$ cat src/rtl/ccst_pkg.sv
// shared types, command codes and calendar helper functions
// for the seconds-tick real-time clock calendar; no dependencies
package ccst_pkg;

  localparam int unsigned SecW   = 6;
  localparam int unsigned MinW   = 6;
  localparam int unsigned HourW  = 5;
  localparam int unsigned DayW   = 5;
  localparam int unsigned MonW   = 4;
  localparam int unsigned YearW  = 16;
  localparam int unsigned TimeW  = SecW + MinW + HourW + DayW + MonW + YearW;
  localparam int unsigned DataW  = ((TimeW + 7) / 8) * 8;
  localparam int unsigned CmdW   = 2;
  localparam int unsigned FlagW  = 2;

  localparam logic [SecW-1:0]  SecLast   = 6'd59;
  localparam logic [MinW-1:0]  MinLast   = 6'd59;
  localparam logic [HourW-1:0] HourLast  = 5'd23;
  localparam logic [MonW-1:0]  MonFirst  = 4'd1;
  localparam logic [MonW-1:0]  MonLast   = 4'd12;
  localparam logic [MonW-1:0]  MonFeb    = 4'd2;
  localparam logic [DayW-1:0]  DayFirst  = 5'd1;
  localparam logic [DayW-1:0]  DayLeapFeb = 5'd29;
  localparam logic [YearW-1:0] YearReset = 16'd2000;

  // floor(y / 25) = (y * Div25Mul) >> Div25Shift for any 16-bit y
  localparam int unsigned Div25Shift = 21;
  localparam logic [37:0] Div25Mul   = 38'd83887;

  typedef enum logic [CmdW-1:0] {
    CmdTick = 2'd0,
    CmdDay  = 2'd1,
    CmdLoad = 2'd2
  } ccst_cmd_e;

  typedef struct packed {
    logic [YearW-1:0] year;
    logic [MonW-1:0]  month;
    logic [DayW-1:0]  day;
    logic [HourW-1:0] hour;
    logic [MinW-1:0]  minute;
    logic [SecW-1:0]  second;
  } ccst_time_t;

  typedef struct packed {
    ccst_cmd_e  cmd;
    ccst_time_t set;
  } ccst_item_t;

  typedef struct packed {
    logic load_error;
    logic day_rolled;
  } ccst_flags_t;

  function automatic logic div_by_25(input logic [YearW-1:0] y);
    logic [37:0]      prod;
    logic [11:0]      q;
    logic [YearW-1:0] back;
    prod = {22'd0, y} * Div25Mul;
    q    = prod[Div25Shift+11:Div25Shift];
    back = {q, 4'b0000} + 16'({q, 3'b000}) + 16'(q);
    return back == y;
  endfunction

  // gregorian rule: by 400, or by 4 and not by 100
  function automatic logic is_leap(input logic [YearW-1:0] y);
    logic d25;
    d25 = div_by_25(y);
    return ((y[3:0] == 4'd0) && d25) || ((y[1:0] == 2'd0) && !d25);
  endfunction

  function automatic logic [DayW-1:0] month_len(input logic [MonW-1:0] m);
    logic [DayW-1:0] n;
    unique case (m)
      4'd1, 4'd3, 4'd5, 4'd7, 4'd8, 4'd10, 4'd12: n = 5'd31;
      4'd4, 4'd6, 4'd9, 4'd11:                      n = 5'd30;
      4'd2:                                         n = 5'd28;
      default:                                      n = 5'd0;
    endcase
    return n;
  endfunction

  function automatic logic [DayW-1:0] days_in(input logic [MonW-1:0] m,
                                              input logic [YearW-1:0] y);
    logic [DayW-1:0] n;
    n = month_len(m);
    if (m == MonFeb && is_leap(y)) begin
      n = DayLeapFeb;
    end
    return n;
  endfunction

endpackage

$ cat src/rtl/ccst_in_reg.sv
// input register stage: holds one accepted command until the step logic takes it
// depends on ccst_pkg
module ccst_in_reg (
  input  logic                 clk_i,
  input  logic                 rst_ni,
  input  logic                 s_valid_i,
  input  ccst_pkg::ccst_item_t s_item_i,
  input  logic                 take_i,
  output logic                 ready_o,
  output logic                 valid_o,
  output ccst_pkg::ccst_item_t item_o
);
  import ccst_pkg::*;

  logic       valid_q;
  ccst_item_t item_q;

  assign ready_o = !valid_q || take_i;
  assign valid_o = valid_q;
  assign item_o  = item_q;

  always_ff @(posedge clk_i or negedge rst_ni) begin
    if (!rst_ni) begin
      valid_q <= 1'b0;
    end else if (ready_o) begin
      valid_q <= s_valid_i;
    end
  end

  always_ff @(posedge clk_i) begin
    if (ready_o && s_valid_i) begin
      item_q <= s_item_i;
    end
  end

endmodule

$ cat src/rtl/ccst_calc.sv
// next-state logic: second tick cascade, day advance and checked load
// depends on ccst_pkg
module ccst_calc (
  input  ccst_pkg::ccst_time_t  cur_i,
  input  ccst_pkg::ccst_item_t  item_i,
  output ccst_pkg::ccst_time_t  nxt_o,
  output ccst_pkg::ccst_flags_t flags_o
);
  import ccst_pkg::*;

  logic [DayW-1:0]  max_day;
  logic [DayW-1:0]  set_max_day;
  logic             day_wrap;
  logic [DayW-1:0]  adv_day;
  logic [MonW-1:0]  adv_month;
  logic [YearW-1:0] adv_year;
  logic             load_ok;

  always_comb begin
    max_day  = days_in(cur_i.month, cur_i.year);
    day_wrap = cur_i.day >= max_day;
    if (!day_wrap) begin
      adv_day   = cur_i.day + 5'd1;
      adv_month = cur_i.month;
      adv_year  = cur_i.year;
    end else if (cur_i.month >= MonLast) begin
      adv_day   = DayFirst;
      adv_month = MonFirst;
      adv_year  = cur_i.year + 16'd1;
    end else begin
      adv_day   = DayFirst;
      adv_month = cur_i.month + 4'd1;
      adv_year  = cur_i.year;
    end
  end

  always_comb begin
    set_max_day = days_in(item_i.set.month, item_i.set.year);
    load_ok = (item_i.set.month >= MonFirst) && (item_i.set.month <= MonLast) &&
              (item_i.set.day >= DayFirst) && (item_i.set.day <= set_max_day) &&
              (item_i.set.second <= SecLast) && (item_i.set.minute <= MinLast) &&
              (item_i.set.hour <= HourLast);
  end

  always_comb begin
    nxt_o   = cur_i;
    flags_o = '0;
    unique case (item_i.cmd)
      CmdTick: begin
        if (cur_i.second < SecLast) begin
          nxt_o.second = cur_i.second + 6'd1;
        end else begin
          nxt_o.second = '0;
          if (cur_i.minute < MinLast) begin
            nxt_o.minute = cur_i.minute + 6'd1;
          end else begin
            nxt_o.minute = '0;
            if (cur_i.hour < HourLast) begin
              nxt_o.hour = cur_i.hour + 5'd1;
            end else begin
              nxt_o.hour          = '0;
              nxt_o.day           = adv_day;
              nxt_o.month         = adv_month;
              nxt_o.year          = adv_year;
              flags_o.day_rolled  = day_wrap;
            end
          end
        end
      end
      CmdDay: begin
        nxt_o.day          = adv_day;
        nxt_o.month        = adv_month;
        nxt_o.year         = adv_year;
        flags_o.day_rolled = day_wrap;
      end
      CmdLoad: begin
        if (load_ok) begin
          nxt_o = item_i.set;
        end else begin
          flags_o.load_error = 1'b1;
        end
      end
      default: begin
      end
    endcase
  end

endmodule

$ cat src/rtl/calendar_clock_seconds_tick.sv
// top level of the seconds-tick gregorian real-time clock calendar
// depends on ccst_pkg, ccst_in_reg and ccst_calc
//
//  port group   dir  tdata (low bit up)                        tuser
//  s_axis       in   second minute hour day month year        cmd
//  m_axis       out  second minute hour day month year        day_rolled load_error
//
// one command per cycle if m_axis is free; it goes via input and result registers
// the date and time registers update in the same cycle as the result register,
// so back-to-back commands see each other without stall
// reset gives 00:00:00 on day 1 of month 1, year 2000, with no clearing pass
// a stalled output holds its result; the input register still takes one more command
module calendar_clock_seconds_tick (
  input  logic                       clk_i,
  input  logic                       rst_ni,
  input  logic                       s_axis_tvalid_i,
  output logic                       s_axis_tready_o,
  // second, minute, hour, day, month, year, zero pad
  input  logic [ccst_pkg::DataW-1:0] s_axis_tdata_i,
  // cmd
  input  logic [ccst_pkg::CmdW-1:0]  s_axis_tuser_i,
  output logic                       m_axis_tvalid_o,
  input  logic                       m_axis_tready_i,
  // second, minute, hour, day, month, year, zero pad
  output logic [ccst_pkg::DataW-1:0] m_axis_tdata_o,
  // day_rolled, load_error
  output logic [ccst_pkg::FlagW-1:0] m_axis_tuser_o
);
  import ccst_pkg::*;

  ccst_item_t  s_item;
  ccst_item_t  cur_item;
  logic        cur_valid;
  logic        advance;
  ccst_time_t  state_q;
  ccst_time_t  state_d;
  ccst_flags_t flags_d;
  ccst_time_t  res_time_q;
  ccst_flags_t res_flags_q;
  logic        out_valid_q;

  assign s_item.cmd = ccst_cmd_e'(s_axis_tuser_i);
  assign s_item.set = ccst_time_t'(s_axis_tdata_i[TimeW-1:0]);

  assign advance = cur_valid && (!out_valid_q || m_axis_tready_i);

  ccst_in_reg u_in_reg (
    .clk_i     (clk_i),
    .rst_ni    (rst_ni),
    .s_valid_i (s_axis_tvalid_i),
    .s_item_i  (s_item),
    .take_i    (advance),
    .ready_o   (s_axis_tready_o),
    .valid_o   (cur_valid),
    .item_o    (cur_item)
  );

  ccst_calc u_calc (
    .cur_i   (state_q),
    .item_i  (cur_item),
    .nxt_o   (state_d),
    .flags_o (flags_d)
  );

  always_ff @(posedge clk_i or negedge rst_ni) begin
    if (!rst_ni) begin
      state_q <= '{year: YearReset, month: MonFirst, day: DayFirst,
                   hour: '0, minute: '0, second: '0};
      out_valid_q <= 1'b0;
    end else begin
      if (advance) begin
        state_q     <= state_d;
        out_valid_q <= 1'b1;
      end else if (m_axis_tready_i) begin
        out_valid_q <= 1'b0;
      end
    end
  end

  always_ff @(posedge clk_i) begin
    if (advance) begin
      res_time_q  <= state_d;
      res_flags_q <= flags_d;
    end
  end

  assign m_axis_tvalid_o = out_valid_q;
  assign m_axis_tdata_o  = {(DataW - TimeW)'(0), res_time_q};
  assign m_axis_tuser_o  = res_flags_q;

  // time and month registers stay in range, and the day is at least one
  a_time_range: assert property (@(posedge clk_i) disable iff (!rst_ni)
    (state_q.second <= SecLast) && (state_q.minute <= MinLast) &&
    (state_q.hour <= HourLast) && (state_q.month >= MonFirst) &&
    (state_q.month <= MonLast) && (state_q.day >= DayFirst))
    else $error("clock state out of range");

  // a rejected load leaves the clock as it was
  a_reject_holds: assert property (@(posedge clk_i) disable iff (!rst_ni)
    advance && flags_d.load_error |=> state_q == $past(state_q))
    else $error("rejected load changed the clock");

  // a month roll always lands on the first day
  a_roll_first: assert property (@(posedge clk_i) disable iff (!rst_ni)
    m_axis_tvalid_o && res_flags_q.day_rolled |-> res_time_q.day == DayFirst)
    else $error("day roll without day one");

  // both flags never show together
  a_flags_excl: assert property (@(posedge clk_i) disable iff (!rst_ni)
    m_axis_tvalid_o |-> !(res_flags_q.day_rolled && res_flags_q.load_error))
    else $error("roll and load error together");

endmodule
$ cat config.mk
export PLATFORM = sky130hd
export DESIGN_NAME = calendar_clock_seconds_tick
export DESIGN_NICKNAME = d
export VERILOG_FILES = /design/src/rtl/ccst_pkg.sv /design/src/rtl/ccst_in_reg.sv /design/src/rtl/ccst_calc.sv /design/src/rtl/calendar_clock_seconds_tick.sv
export SDC_FILE = /design/constraint.sdc
export NUM_CORES = 1
export LEC_CHECK = 0
export ABC_AREA = 1
export BUFFER_PORTS_ARGS = -buffer_cell sky130_fd_sc_hd__clkbuf_2
export CORE_MARGIN = 10
export CORE_UTILIZATION = 30
export DETAILED_ROUTE_END_ITERATION = 6
export GPL_TIMING_DRIVEN = 0
export PLACE_DENSITY = 0.45
export SYNTH_ARGS = -nofsm -noshare
export SYNTH_HDL_FRONTEND = slang
export SYNTH_SLANG_ARGS = --single-unit
$ cat constraint.sdc
create_clock -name clk_i -period 22.9 [get_ports clk_i]
set_input_delay 2.29 -clock clk_i [delete_from_list [all_inputs] [get_ports clk_i]]
set_output_delay 2.29 -clock clk_i [all_outputs]
set_load 0.02 [all_outputs]
==> results of run 1 <==
layer usage:
| metal | routed length, um | up-vias | global-route usage (%) | share of wire (%) |
|---|---|---|---|---|
| li1 | - | 7921 | - | - |
| met1 | 29120 | 7732 | 21.53 | 48 |
| met2 | 28680 | 312 | 26.08 | 47 |
| met3 | 1995 | 64 | 1.569 | 3.3 |
| met4 | 1049 | 0 | 3.770 | 1.7 |
| met5 | 0 | - | 0 | 0 |
sequential cells by signal, indices dropped and copies added, names as in the netlist, named ones only:
name              cells
state_q              42
u_in_reg.valid_o      1
m_axis_tvalid_o       1
m_axis_tuser_o        2
u_in_reg.item_o      44
m_axis_tdata_o       42
through the flow:
step	instances	setup WS, ps	util, %	hold slack [ps]
2_1_floorplan	2431	13190	-	470.8
3_3_place_gp	3388	10950	32.73	493.2
3_5_place_dp	3390	10880	32.80	502.2
4_1_cts	3422	10820	33.68	517.5
5_1_grt	3422	9957	33.68	536.0
6_report	3422	10750	33.68	513.9
cells by family after synthesis:
logic type,share of synthesized area (%)
adders and majority gates,40.91
buffers and inverters,11.98
xor gates and xnor gates,2.503
DFF,19.07
AOI/OAI and AO/OA,7.265
other,0.01876
and+or+nand+nor,18.24
synth_stat cells (6+ instances only):
| cell type | count | share of area (%) |
|---|---|---|
| nor3_1 | 20 | 0.50 |
| ha_1 | 313 | 20 |
| fa_1 | 213 | 21 |
| buf_2 | 7 | 0.18 |
| xnor2_1 | 20 | 0.88 |
| inv_1 | 576 | 11 |
| a21boi_0 | 6 | 0.23 |
| nand3_2 | 12 | 0.60 |
| dfrtp_1 | 36 | 4.5 |
| edfxtp_1 | 88 | 13 |
| clkbuf_1 | 25 | 0.47 |
| o211ai_1 | 7 | 0.26 |
| nand3_1 | 175 | 4.4 |
| a21boi_1 | 25 | 0.94 |
| a21oi_1 | 91 | 2.3 |
| nor2_1 | 87 | 1.6 |
| nand2_1 | 495 | 9.3 |
| or2_2 | 7 | 0.22 |
| o21ai_0 | 71 | 1.8 |
| dfstp_2 | 8 | 1.1 |
| buf_4 | 6 | 0.23 |
| nand4_1 | 29 | 0.91 |
| xor2_1 | 32 | 1.4 |
how the worst max path moves through the flow:
stage | from | end
floorplan | state_q[39]$_DFFE_PN0P_ | m_axis_tdata_o[28]$_DFFE_PP_
global placement | state_q[40]$_DFFE_PN0P_ | m_axis_tdata_o[37]$_DFFE_PP_
detailed placement | state_q[40]$_DFFE_PN0P_ | m_axis_tdata_o[37]$_DFFE_PP_
CTS | state_q[40]$_DFFE_PN0P_ | m_axis_tdata_o[37]$_DFFE_PP_
global route | state_q[40]$_DFFE_PN0P_ | m_axis_tdata_o[37]$_DFFE_PP_
finish | state_q[40]$_DFFE_PN0P_ | m_axis_tdata_o[37]$_DFFE_PP_
worst max-delay path, delay by kind of cell (launching register included):
kind / cells / cell delay [ps]
xor gates and xnor gates: 3 / 860
DFF: 1 / 730
adders and majority gates: 10 / 4340
AOI/OAI and AO/OA: 9 / 2470
buffers and inverters: 7 / 930
and+or+nand+nor: 16 / 2610
area by class of cell:
| cell class | count | area share [%] |
|---|---|---|
| Sequential cell | 135 | 17.19 |
| Tap cell | 864 | 4.874 |
| Timing Repair Buffer | 95 | 2.290 |
| Clock inverter | 14 | 0.6713 |
| Clock buffer | 18 | 1.935 |
| Inverter | 578 | 9.781 |
| Buffer | 44 | 1.027 |
| Multi-Input combinational cell | 1674 | 62.23 |
==> results.cfg, run 1 <==
[global_route]
antenna_found_initial = 0
grt_overflow_total = 0
grt_pass1_vias = 16470
track_usage_pct = 15.69
grt_max_degree = 45
grt_pass1_wl_um = 95340

[yosys]
synth_edf_count = 88
yosysSeqAreaShare_pct = 19.07
synth_area_mm2 = 0.01999
synth_cell_types = 56
syn_avg_cell_area_um2 = 8.242
synth_cells = 2426
synth-seq-cells = 135
synth-async-reset-ratio_pct = 32.59
synthFlopType = edfxtp_1
synth_warnings = 0

[cells_and_area]
drive_above_1_share_pct = 7.076
diodes = 0
final_area_mm2 = 0.02218
multi_input_area_mm2 = 0.01380
syn_to_final_growth_pct = 10.94
final_common_cell = inv_1
n_fill_cell = 6992
seq_area_mm2 = 0.003814
final_cell_mix = inv_1 (575), nand2_1 (495), ha_1 (313)
nets = 3125

[placed_design]
hpwlAfterDp_um = 51070
portBuffers = 93
place_congestion = 0.8817
placed_cell_area_mm2 = 0.02160

[floorplan]
io-pin-count = 106
core_mm2 = 0.06586
rows = 94
initial_core_util_pct = 30.36
die-area_mm2 = 0.07737
die_y_um = 278.2
dieWidth_um = 278.2

[timing]
maxSlewViolCount = 0
slew_headroom_pct = 29.68
worst_slew_pin_slew_ps = 1051
finalHoldViolCount = 0
fin_crit_sh_pct = 53.04
fmax_ghz = 0.08233
finalSetupViolCount = 0
fin_skew_ps = 21.10
fin_crit_ps = 12150
fin_setup_tns_ps = 0
rsz0062_at_grt = false

[setup_path]
crit_slowest_cell = dfrtp_1
r2r-start = state_q[40]$_DFFE_PN0P_
critPathRequiredTime_ps = 23190
reg2reg_to = m_axis_tdata_o[37]$_DFFE_PP_
critPathMaxStageDelay_ps = 730
rr_worst_depth = 45
end_kind = flip-flop
critPathKind = flip-flop to flip-flop
r2r_slack_ps = 10750
critPathLaunchType = flip-flop
path_max_fanout = 10
cp.arrival_ps = 12440

[run_status]
outcome = completed

[detailed_routing]
wl_per_cell_um = 17.78
drt-total-wl_um = 60850
num_vias = 16030
drt_first_pass_iters = 6
drc_errors = 0
drt_iter0_markers = 908
drtAntennaViolNets = 0
viasPerCell = 4.684

[min_path]
whs_path_depth = 2
min_from = state_q[17]$_DFFE_PN1P_
min_to = state_q[17]$_DFFE_PN1P_
hold_path_class = flip-flop to flip-flop

[clock_network]
clk_latency_ps = 460
tritoncts = done
cts_num_sinks = 135
cts_resized = 0
cts_buffer_depth = 2
cts_buffers = 17
clk_pin_slew_ps = 70
cts_hold_buf = 0
cts_htree_levels = 4
clockRootBuffer = clkbuf_16
post_cts_buffers = 0

[run]
max-cap-violations = 0
Power of run 1 is not shown: default switching activity piles up to over one toggle a cycle in this logic, so the estimate is an artifact.
==> run 2, diff against run 1 <==
--- a/config.mk
+++ b/config.mk
@@ -5,7 +5,7 @@
 export SDC_FILE = /design/constraint.sdc
 export NUM_CORES = 1
 export LEC_CHECK = 0
-export ABC_AREA = 1
+export ABC_AREA = 0
 export BUFFER_PORTS_ARGS = -buffer_cell sky130_fd_sc_hd__clkbuf_2
 export CORE_MARGIN = 10
 export CORE_UTILIZATION = 30
==> constraint.sdc (replaced) <==
create_clock -name clk_i -period 12.24 [get_ports clk_i]
set_input_delay 1.224 -clock clk_i [delete_from_list [all_inputs] [get_ports clk_i]]
set_output_delay 1.224 -clock clk_i [all_outputs]
set_load 0.02 [all_outputs]
==> results.cfg, run 2 <==
[timing]
worst_slew_pin_slew_ps = 1239
finalHoldViolCount = 0
fmax_ghz = 0.08345
finalSetupViolCount = 0
fin_crit_sh_pct = 97.90
fin_crit_ps = 11980
fin_skew_ps = 23.19
slew_headroom_pct = 17.08
holdWs_ps = 503.7
fin_setup_tns_ps = 0
rsz0062_at_grt = true
maxSlewViolCount = 0

[yosys]
synth_cell_types = 84
synth_edf_count = 88
synth_top_cells_by_area = fa_1 (22%), ha_1 (20%), edfxtp_1 (14%)
yosysSeqAreaShare_pct = 19.56
synthFlopType = edfxtp_1
synth_area_mm2 = 0.01950
synthTopCellsByCount = inv_1 (414), ha_1 (313), fa_1 (213)
synth-seq-cells = 135
synth_top_area_share_pct = 21.87
synth_warnings = 0
yosys.area.top_type = fa_1
syn_avg_cell_area_um2 = 9.432
yosysMostFrequentCell = inv_1
synth-async-reset-ratio_pct = 32.59
synth_cells = 2067

[global_route]
grt_pass1_wl_um = 102500
antenna_found_initial = 0
met3_usage_pct = 2.952
grt_use_met1_pct = 25.74
use_met2_pct = 27.91
grt_pass1_vias = 16310
grt_overflow_total = 0
busiest_layer = met2
grt_max_degree = 45
track_usage_pct = 17.96

[detailed_routing]
drtAntennaViolNets = 0
num_vias = 16130
drt_iter0_markers = 1455
drc_errors = 0
wl_per_cell_um = 21.62
drt-total-wl_um = 68320
drt_first_pass_iters = 5
viasPerCell = 5.103

[cells_and_area]
nets = 2872
syn_to_final_growth_pct = 19.20
final_cells = 3160
final_util_pct = 36.11
final_common_cell = inv_1
final_cell_mix = inv_1 (396), ha_1 (298), fa_1 (201)
largest_reg_flops = 44
diodes = 0
drive_above_1_share_pct = 17.31

[clock_network]
cts_htree_levels = 4
clockRootBuffer = clkbuf_16
clk_latency_ps = 490
cts_buffers = 17
cts_buffer_depth = 2
clk_pin_slew_ps = 80
tritoncts = done
cts_hold_buf = 0
cts_num_sinks = 135

[placed_design]
place_congestion = 0.9159
hpwlAfterDp_um = 53360
portBuffers = 93
place_inst = 3022

[floorplan]
initial_core_util_pct = 30.30
die-area_mm2 = 0.07558
dieWidth_um = 274.9
die_y_um = 274.9
rows = 93
io-pin-count = 106
core_mm2 = 0.06435

[setup_path]
cp.arrival_ps = 12200
path_max_fanout = 5
end_kind = flip-flop
critPathRequiredTime_ps = 12450
critPathKind = flip-flop to flip-flop
critPathMaxStageDelay_ps = 630
crit_slowest_cell = fa_2
r2r_slack_ps = 260
critPathLaunchType = flip-flop
crit_top_cell = fa_1

[run_status]
outcome = completed

[min_path]
hold_path_class = flip-flop to flip-flop

[run]
max-cap-violations = 0
==> run 2: kinds of logic after synthesis <==
kind of cell,after synthesis,share of synthesized area [%]
other,1,0.01923
and+or+nand+nor,384,9.376
xor gates and xnor gates,85,3.818
DFF,135,19.56
AOI/OAI and AO/OA,414,13.64
adders and majority gates,526,41.96
buffers and inverters,484,9.626
muxes,38,2.002
==> run 2: worst paths after layout <==
check,start,to,depth (start not counted)
worst max-delay path,state_q[34]$_DFFE_PN1P_,m_axis_tdata_o[34]$_DFFE_PP_,46
worst min-delay path,u_in_reg.valid_o$_DFFE_PN0N_,m_axis_tvalid_o$_DFFE_PN0P_,1
max in group asynchronous,rst_ni,state_q[17]$_DFFE_PN1P_,2
min in group asynchronous,rst_ni,state_q[38]$_DFFE_PN0P_,1
worst max register to register,state_q[34]$_DFFE_PN1P_,m_axis_tdata_o[34]$_DFFE_PP_,46
worst min register to register,u_in_reg.valid_o$_DFFE_PN0N_,m_axis_tvalid_o$_DFFE_PN0P_,1
==> run 2: final cells by class <==
type,count,area (um^2)
timing repair buffer,201,1366
sequential,135,3832
clock buffer,17,425.4
multi-input combinational,1453,14440
buffer,69,334.1
clock inverter,15,205.2
fill,6574,41110
inverter,415,1565
tap,855,1070
==> run 2: what timing repair did <==
action | in CTS | in global routing
setup endpoints to repair | 61 | 85
resized for setup | 71 | 93
buffers inserted | 44 | 61
pin swaps | 11 | 72
==> run 2: critical path: cells and delay by family, from the launching register on <==
family	cells	cell delay, ps
adders and majority gates	10	4360
AOI/OAI and AO/OA	17	3460
and+or+nand+nor	10	2200
buffers and inverters	6	600
DFF	1	520
xor gates and xnor gates	2	420
muxes	1	160
==> run 2: stage by stage <==
stage,setup slack (ps),instance area [um^2]
floorplan,429.0,19520
global placement,-2166,21050
detailed placement,-2219,21090
CTS,2.868,22340
global route,-121.3,23240
finish,256.7,23240
==> run 2: routing by layer <==
| metal | up-vias | wire (um) |
|---|---|---|
| met2 | 507 | 31060 |
| met3 | 58 | 4115 |
| li1 | 7455 | - |
| met4 | 0 | 1118 |
| met1 | 8105 | 32020 |
| met5 | - | 0 |
Power of run 2 is left out for the same reason.
==> run 3, diff against run 2 <==
--- a/config.mk
+++ b/config.mk
@@ -12,6 +12,7 @@
 export DETAILED_ROUTE_END_ITERATION = 6
 export GPL_TIMING_DRIVEN = 0
 export PLACE_DENSITY = 0.45
+export SETUP_SLACK_MARGIN = 0.3
 export SYNTH_ARGS = -nofsm -noshare
 export SYNTH_HDL_FRONTEND = slang
 export SYNTH_SLANG_ARGS = --single-unit
==> results.cfg, run 3 (synthesis gave the netlist of run 2 again) <==
[cells_and_area]
largest_reg_flops = 44
final_cell_mix = inv_1 (402), ha_1 (302), fa_1 (202)
multi_input_area_mm2 = 0.01478
seq_area_mm2 = 0.003832
n_fill_cell = 6542
syn_to_final_growth_pct = 20.89
final_common_cell = inv_1
nets = 2866
diodes = 0
drive_above_1_share_pct = 19.05

[floorplan]
rows = 93
io-pin-count = 106
initial_core_util_pct = 30.30
die_y_um = 274.9
dieWidth_um = 274.9
die-area_mm2 = 0.07558
core_mm2 = 0.06435

[global_route]
track_usage_pct = 18.11
grt_pass1_vias = 16390
grt_pass1_wl_um = 103300
antenna_found_initial = 0
grt_max_degree = 45
grt_overflow_total = 0

[setup_path]
path_max_fanout = 6
crit_slowest_cell = dfstp_4
critPathLaunchType = flip-flop
r2r-start = state_q[33]$_DFFE_PN1P_
cp.arrival_ps = 12320
r2r_slack_ps = 260
rr_worst_depth = 49
critPathMaxStageDelay_ps = 700
reg2reg_to = state_q[40]$_DFFE_PN0P_
crit_top_cell = fa_2
critPathKind = flip-flop to flip-flop
critPathRequiredTime_ps = 12580
end_kind = flip-flop

[clock_network]
clk_latency_ps = 490
cts_htree_levels = 4
cts_buffers = 17
clk_pin_slew_ps = 90
cts_num_sinks = 135
cts_buffer_depth = 2
clockRootBuffer = clkbuf_16
tritoncts = done

[timing]
fin_skew_ps = 23.96
slew_headroom_pct = 15.89
fin_crit_ps = 11980
fmax_ghz = 0.08349
maxSlewViolCount = 0
finalHoldViolCount = 0
fin_crit_sh_pct = 97.86
fin_setup_tns_ps = 0
finalSetupViolCount = 0
worst_slew_pin_slew_ps = 1257
rsz0062_at_grt = true

[detailed_routing]
drt-total-wl_um = 68900
viasPerCell = 5.122
drt_first_pass_iters = 6
drt_iter0_markers = 1274
num_vias = 16160
wl_per_cell_um = 21.84
drc_errors = 0
drtAntennaViolNets = 0

[placed_design]
portBuffers = 93
hpwlAfterDp_um = 53360
place_congestion = 0.9159

[min_path]
min_from = u_in_reg.valid_o$_DFFE_PN0N_
whs_path_depth = 1
min_to = m_axis_tvalid_o$_DFFE_PN0P_
hold_path_class = flip-flop to flip-flop

[run]
max-cap-violations = 0

[run_status]
outcome = completed
run 3: through the flow:
stage / hold slack (ps) / cells / instance area [um^2] / setup slack (ps) / util [%]
6_report: 505.0 / 3154 / 23570 / 261.8 / 36.63
5_1_grt: 543.7 / 3154 / 23570 / -107.7 / 36.63
4_1_cts: 506.0 / 3114 / 22560 / 301.9 / 35.05
3_5_place_dp: 499.2 / 3022 / 21090 / -2219 / 32.78
3_3_place_gp: 477.0 / 3020 / 21050 / -2166 / 32.71
2_1_floorplan: 457.2 / 2072 / 19520 / 429.0 / -
run 3: worst max path at each step:
stage / startpoint / endpoint / slack, ps / depth (start not counted)
detailed placement: state_q[40]$_DFFE_PN0P_ / m_axis_tdata_o[40]$_DFFE_PP_ / -2220 / 45
global route: state_q[40]$_DFFE_PN0P_ / state_q[40]$_DFFE_PN0P_ / -110 / 47
global placement: state_q[40]$_DFFE_PN0P_ / m_axis_tdata_o[40]$_DFFE_PP_ / -2170 / 45
CTS: u_in_reg.item_o[32]$_DFFE_PP_ / m_axis_tdata_o[17]$_DFFE_PP_ / 300 / 46
finish: state_q[33]$_DFFE_PN1P_ / state_q[40]$_DFFE_PN0P_ / 260 / 49
floorplan: state_q[40]$_DFFE_PN0P_ / state_q[40]$_DFFE_PN0P_ / 430 / 45
run 3: timing repair:
action	in CTS	in global routing
resized for setup	93	170
buffers inserted	60	39
pin swaps	43	73
endpoints found under the setup margin	85	85
hold buffers	0	0
run 3: layout make-up:
type | count | share of cell area, %
Inverter | 415 | 6.641
Tap cell | 855 | 4.539
Sequential cell | 135 | 16.26
Clock buffer | 17 | 1.805
Timing Repair Buffer | 195 | 5.633
Clock inverter | 15 | 0.8706
Buffer | 69 | 1.550
Multi-Input combinational cell | 1453 | 62.70
run 3: critical path, delay by kind of cell, from the launching register on:
kind / cells / cell delay [ps]
adders and majority gates: 11 / 4350
and+or+nand+nor: 14 / 2850
AOI/OAI and AO/OA: 12 / 2330
buffers and inverters: 8 / 740
DFF: 1 / 700
muxes: 2 / 490
xor gates and xnor gates: 2 / 350
run 3: per-layer routing:
metal / GRT usage [%] / routed length, um / part of all wire, % / vias up
met5: 0 / 0 / 0 / -
met3: 2.622 / 3692 / 5.4 / 71
met4: 4.098 / 1157 / 1.7 / 0
met1: 26.11 / 32560 / 47 / 8152
met2: 28.18 / 31490 / 46 / 482
li1: - / - / - / 7450
Power of run 3 is left out for the same reason.
